==> config.mk <==
export PLATFORM = sky130hd
export DESIGN_NAME = fce_ctrl
export DESIGN_NICKNAME = d
export VERILOG_FILES = /design/src/fce_pkg.sv /design/src/fce_ctrl.sv
export SDC_FILE = /design/constraint.sdc
export NUM_CORES = 1
export LEC_CHECK = 0
export ABC_AREA = 1
export BUFFER_PORTS_ARGS = -buffer_cell sky130_fd_sc_hd__buf_2
export CAP_MARGIN = 25
export CORE_AREA = 2 2 39 41
export CTS_CLUSTER_DIAMETER = 100
export DETAILED_ROUTE_END_ITERATION = 12
export DIE_AREA = 0 0 41 43
export SYNTH_ARGS = -nofsm -noshare
export SYNTH_HDL_FRONTEND = slang
export SYNTH_SLANG_ARGS = --single-unit
==> constraint.sdc <==
create_clock -name clk_i -period 3.2 [get_ports clk_i]
set_input_delay 0.64 -clock clk_i [delete_from_list [all_inputs] [get_ports clk_i]]
set_output_delay 0.64 -clock clk_i [all_outputs]
set_load 0.03 [all_outputs]
==> src/fce_pkg.sv <==
// Shared types and constants of the fire cell event engine.
// Depends on nothing; every other file imports it.
`timescale 1ns / 1ps

package fce_pkg;

  // Field widths of the words on the channels.
  localparam int CELL_IDX_W = 12;
  localparam int KIND_W     = 2;
  localparam int AMOUNT_W   = 16;
  localparam int TIME_W     = 32;
  localparam int LEVEL_W    = 8;
  localparam int MASK_W     = 8;
  localparam int GRID_W     = 7;

  // Configuration port.
  localparam int CFG_IDX_W  = 3;
  localparam int CFG_DATA_W = 16;

  localparam logic [CFG_IDX_W-1:0] CFG_GRID_WIDTH   = 3'd0;
  localparam logic [CFG_IDX_W-1:0] CFG_GRID_HEIGHT  = 3'd1;
  localparam logic [CFG_IDX_W-1:0] CFG_GROWTH_RATE  = 3'd2;
  localparam logic [CFG_IDX_W-1:0] CFG_RADIATED_FRC = 3'd3;
  localparam logic [CFG_IDX_W-1:0] CFG_BURNOUT_LVL  = 3'd4;

  localparam logic [GRID_W-1:0]     GRID_WIDTH_RST   = 7'd64;
  localparam logic [GRID_W-1:0]     GRID_HEIGHT_RST  = 7'd64;
  localparam logic [CFG_DATA_W-1:0] GROWTH_RATE_RST  = 16'd15;
  localparam logic [CFG_DATA_W-1:0] RADIATED_FRC_RST = 16'd3277;
  localparam logic [CFG_DATA_W-1:0] BURNOUT_LVL_RST  = 16'd20;

  // Event timing.
  localparam logic [TIME_W-1:0] IGN_DELAY   = 32'd1;
  localparam logic [TIME_W-1:0] RAD_DELAY   = 32'd1;
  localparam logic [TIME_W-1:0] REARM_DELAY = 32'd5;
  localparam int                PEAK_RATIO  = 2;

  // Ignition-to-peak heat gap is threshold times (PEAK_RATIO - 1).
  localparam int GAP_W = LEVEL_W + $clog2(PEAK_RATIO);

  // Shared divider: cell index by grid width, heat gap by growth rate.
  localparam int DIV_W     = CELL_IDX_W;
  localparam int DIVISOR_W = 16;

  typedef enum logic [KIND_W-1:0] {
    K_RAD   = 2'd0,
    K_TIMER = 2'd1,
    K_IGN   = 2'd2,
    K_PEAK  = 2'd3
  } kind_e;

  // Cell burn status codes; code three is never written.
  localparam logic [1:0] ST_UNBURNT = 2'd0;
  localparam logic [1:0] ST_BURNING = 2'd1;
  localparam logic [1:0] ST_BURNT   = 2'd2;

  typedef enum logic [2:0] {
    S_IDLE,
    S_CHECK,
    S_MUL,
    S_UPDATE,
    S_DIV,
    S_SCAN,
    S_FINAL
  } state_e;

  typedef struct packed {
    logic latch;
    logic check;
    logic mul;
    logic update;
    logic div_finish;
    logic emit_rad;
    logic scan_adv;
    logic emit_pend;
  } dp_cmd_t;

  typedef struct packed {
    logic  in_range;
    logic  is_load;
    kind_e kind;
    logic  fire;
    logic  div_done;
    logic  link_set;
    logic  scan_last;
    logic  burnt;
    logic  out_free;
  } dp_status_t;

endpackage

==> src/fce_ctrl.sv <==
// Sequencer of the fire cell event engine: one item at a time.
// Depends on fce_pkg for the state, command and status types.
`timescale 1ns / 1ps

module fce_ctrl import fce_pkg::*; (
  input  logic       clk_i,
  input  logic       rst_ni,
  input  logic       in_valid_i,
  output logic       in_ready_o,
  input  dp_status_t status_i,
  output dp_cmd_t    cmd_o
);

  state_e state_q, state_d;

  always_ff @(posedge clk_i or negedge rst_ni) begin
    if (!rst_ni) begin
      state_q <= S_IDLE;
    end else begin
      state_q <= state_d;
    end
  end

  always_comb begin
    state_d = state_q;
    unique case (state_q)
      S_IDLE: begin
        if (in_valid_i) state_d = S_CHECK;
      end
      S_CHECK: begin
        if (!status_i.in_range) begin
          state_d = S_IDLE;
        end else if (status_i.is_load) begin
          state_d = status_i.fire ? S_FINAL : S_IDLE;
        end else begin
          unique case (status_i.kind)
            K_RAD:   state_d = status_i.fire ? S_FINAL : S_IDLE;
            K_TIMER: state_d = S_MUL;
            K_IGN:   state_d = S_DIV;
            K_PEAK:  state_d = S_FINAL;
          endcase
        end
      end
      S_MUL:    state_d = S_UPDATE;
      S_UPDATE: state_d = S_DIV;
      S_DIV: begin
        if (status_i.div_done) state_d = (status_i.kind == K_TIMER) ? S_SCAN : S_FINAL;
      end
      S_SCAN: begin
        if ((!status_i.link_set || status_i.out_free) && status_i.scan_last) begin
          state_d = status_i.burnt ? S_IDLE : S_FINAL;
        end
      end
      S_FINAL: begin
        if (status_i.out_free) state_d = S_IDLE;
      end
      default: state_d = S_IDLE;
    endcase
  end

  always_comb begin
    cmd_o            = '0;
    in_ready_o       = state_q == S_IDLE;
    cmd_o.latch      = (state_q == S_IDLE) && in_valid_i;
    cmd_o.check      = state_q == S_CHECK;
    cmd_o.mul        = state_q == S_MUL;
    cmd_o.update     = state_q == S_UPDATE;
    cmd_o.div_finish = (state_q == S_DIV) && status_i.div_done;
    cmd_o.emit_rad   = (state_q == S_SCAN) && status_i.link_set && status_i.out_free;
    cmd_o.scan_adv   = (state_q == S_SCAN) && (!status_i.link_set || status_i.out_free);
    cmd_o.emit_pend  = (state_q == S_FINAL) && status_i.out_free;
  end

endmodule

==> results.json <==
{
  "p_per_area_nw_per_um2": 849,
  "grt_pass1_wl_um": 1350,
  "place_ws_ps": 1310,
  "clockBufferDepth": 2,
  "power_leakage_nw": 0.327,
  "rows": 14,
  "seq_area_frac_synth_pct": 20.1,
  "gr-total-overflow": 0,
  "cts_tree": "built",
  "synth.avg_cell_area_um2": 5.85,
  "cts_buffers": 3,
  "grtUsageTotal_pct": 10.5,
  "die_w_um": 41,
  "period_share_pct": 67.1,
  "num_vias": 456,
  "cp.required_ps": 2560,
  "holdBufCountCts": 0,
  "ys_async_sr_fraction_pct": 100,
  "synth_area_um2": 374,
  "wl_um": 922,
  "firstDrtPassIters": 4,
  "reg2reg_depth": 7,
  "start_kind": "register",
  "core_um2": 1380,
  "maxCapViolations": 0,
  "setup_viol": 0,
  "hold_viol_final": 0,
  "synthDistinctLibCells": 17,
  "arrival_ps": 1510,
  "slew_headroom_pct": 70.8,
  "endpoint": "cmd_o[0]",
  "finalPower_mw": 0.427,
  "path_class": "register to output port",
  "syn2layout_area_growth_pct": 34.4,
  "rrSetupSlack_ps": 1840,
  "startpoint": "state_q[2]$_DFFE_PN0P_",
  "post_cts_resized": 0,
  "antenna_found_initial": 0,
  "synth_top_area_cell": "dfrtp_1",
  "vdd_ir_drop_max_mv": 0.299,
  "synth_ff_type": "dfrtp_1",
  "setup_ws_ps": 1050,
  "dpl.hpwl_um": 748,
  "viasPerCell": 4.43,
  "ys_seq_elements": 3,
  "rsz0062_at_grt": "no",
  "fmax_mhz": 466,
  "top_regs": "state_q: 3 flops",
  "finalCriticalPeriod_ps": 2150,
  "worstMarginPinSlew_ps": 438,
  "grt_max_degree": 13,
  "synthTopCellsByArea": "dfrtp_1 (20%), nand2_1 (15%), inv_1 (10%)",
  "synth_most_common_cell": "nand2_1",
  "hold_class": "input pin to async pin",
  "r2r-end": "state_q[2]$_DFFE_PN0P_",
  "whs_ps": 198,
  "yosysWarnings": 0,
  "largest_register_ffs": 3,
  "synth_edf_count": 0,
  "cp-end-kind": "output port",
  "die_h_um": 43,
  "clkTransAtPathRegs_ps": 40,
  "die_area_um2": 1760,
  "cp_max_fo": 12,
  "largest_register": "state_q",
  "synth_nets": 77,
  "start_util_pct": 27.0,
  "io_buffers": 21,
  "cts.sink_count": 3,
  "io_pins": 22,
  "fin_setup_tns_ps": 0,
  "synthCells": 64,
  "drv_slew": 0,
  "post_cts.repair.setup_buffers": 0,
  "place_congestion": 0.748,
  "yosys-top-cells-count": "nand2_1 (15), inv_1 (10), nor2_1 (8)",
  "drtIter0Drc": 10,
  "finalNetCount": 101,
  "fin_skew_ps": 0.0498,
  "grt_pass1_vias": 380,
  "antenna_left": 0,
  "drive_above_1_share_pct": 37.9,
  "drcViolationCount": 0,
  "crit-reg2reg-launch": "state_q[2]$_DFFE_PN0P_",
  "drt-wirelength-per-cell_um": 8.95,
  "clk_latency_ps": 230,
  "antennaDiodeCount": 0,
  "status": "finished clean",
  "cts_max_level": 1,
  "synth_top_area_share_pct": 20.1,
  "cts-root-buf": "clkbuf_4"
}
[worst min-delay path by stage]
stage,end,cells past startpoint
2_1_floorplan,state_q[0]$_DFFE_PN0P_,0
3_3_place_gp,state_q[1]$_DFFE_PN0P_,1
3_5_place_dp,state_q[1]$_DFFE_PN0P_,1
4_1_cts,state_q[1]$_DFFE_PN0P_,1
5_1_grt,state_q[1]$_DFFE_PN0P_,1
6_report,state_q[1]$_DFFE_PN0P_,1
[cell usage in the layout, fill, tap and decap left out]
cell type / synthesis / final
nand3_1: 7 / 7
nor4_1: 1 / 1
dfrtp_1: 3 / 3
nor2_2: 4 / 4
clkbuf_1: 0 / 1
nand2_1: 15 / 15
o22ai_1: 1 / 1
inv_2: 2 / 2
o21ai_1: 1 / 1
a21oi_1: 1 / 1
inv_1: 10 / 10
a21boi_1: 1 / 1
buf_2: 0 / 21
nand3_4: 1 / 1
nor3_1: 2 / 2
clkbuf_4: 0 / 3
nor2_1: 8 / 8
nand2_2: 2 / 2
o21ai_0: 3 / 3
[power breakdown]
group          switching, mW  internal [mW]  leakage [nW]
clock                 0.0188         0.0467        0.0150
combinational          0.177         0.0866         0.274
sequential            0.0433         0.0543        0.0383
total                  0.240          0.188         0.327
[per-layer routing]
layer | up-vias | GRT usage [%] | share of wire (%)
li1 | 244 | - | -
met1 | 189 | 13.0 | 44
met2 | 21 | 18.1 | 48
met3 | 2 | 0 | 8.4
met4 | 0 | 4.00 | 0.43
met5 | - | 0 | 0
[cell families after synthesis]
family	count (synthesis)	share of synthesized area, %
compound gates	7	10.4
simple gates	40	51.5
flops	3	20.1
buf+inv	14	18.1
[per-stage QoR]
step,instances,area (µm²),utilization [%]
2_1_floorplan,64,374,-
3_3_place_gp,99,477,34.4
3_5_place_dp,99,477,34.4
4_1_cts,103,503,36.3
5_1_grt,103,503,36.3
6_report,103,503,36.3
[critical path: stages (launching register included)]
cell	delay (ps)
dfrtp_1	600
inv_1	150
nor4_1	270
buf_2	250
[layout make-up]
type	count	area (µm²)
clock buffers	4	26.3
repair buffers	21	105
multi-input cells	47	231
flip-flops and latches	3	75.1
well taps	16	20.0
fillers	159	881
inverters	12	45.0
No activity file was read; power rests on OpenSTA's default activity.
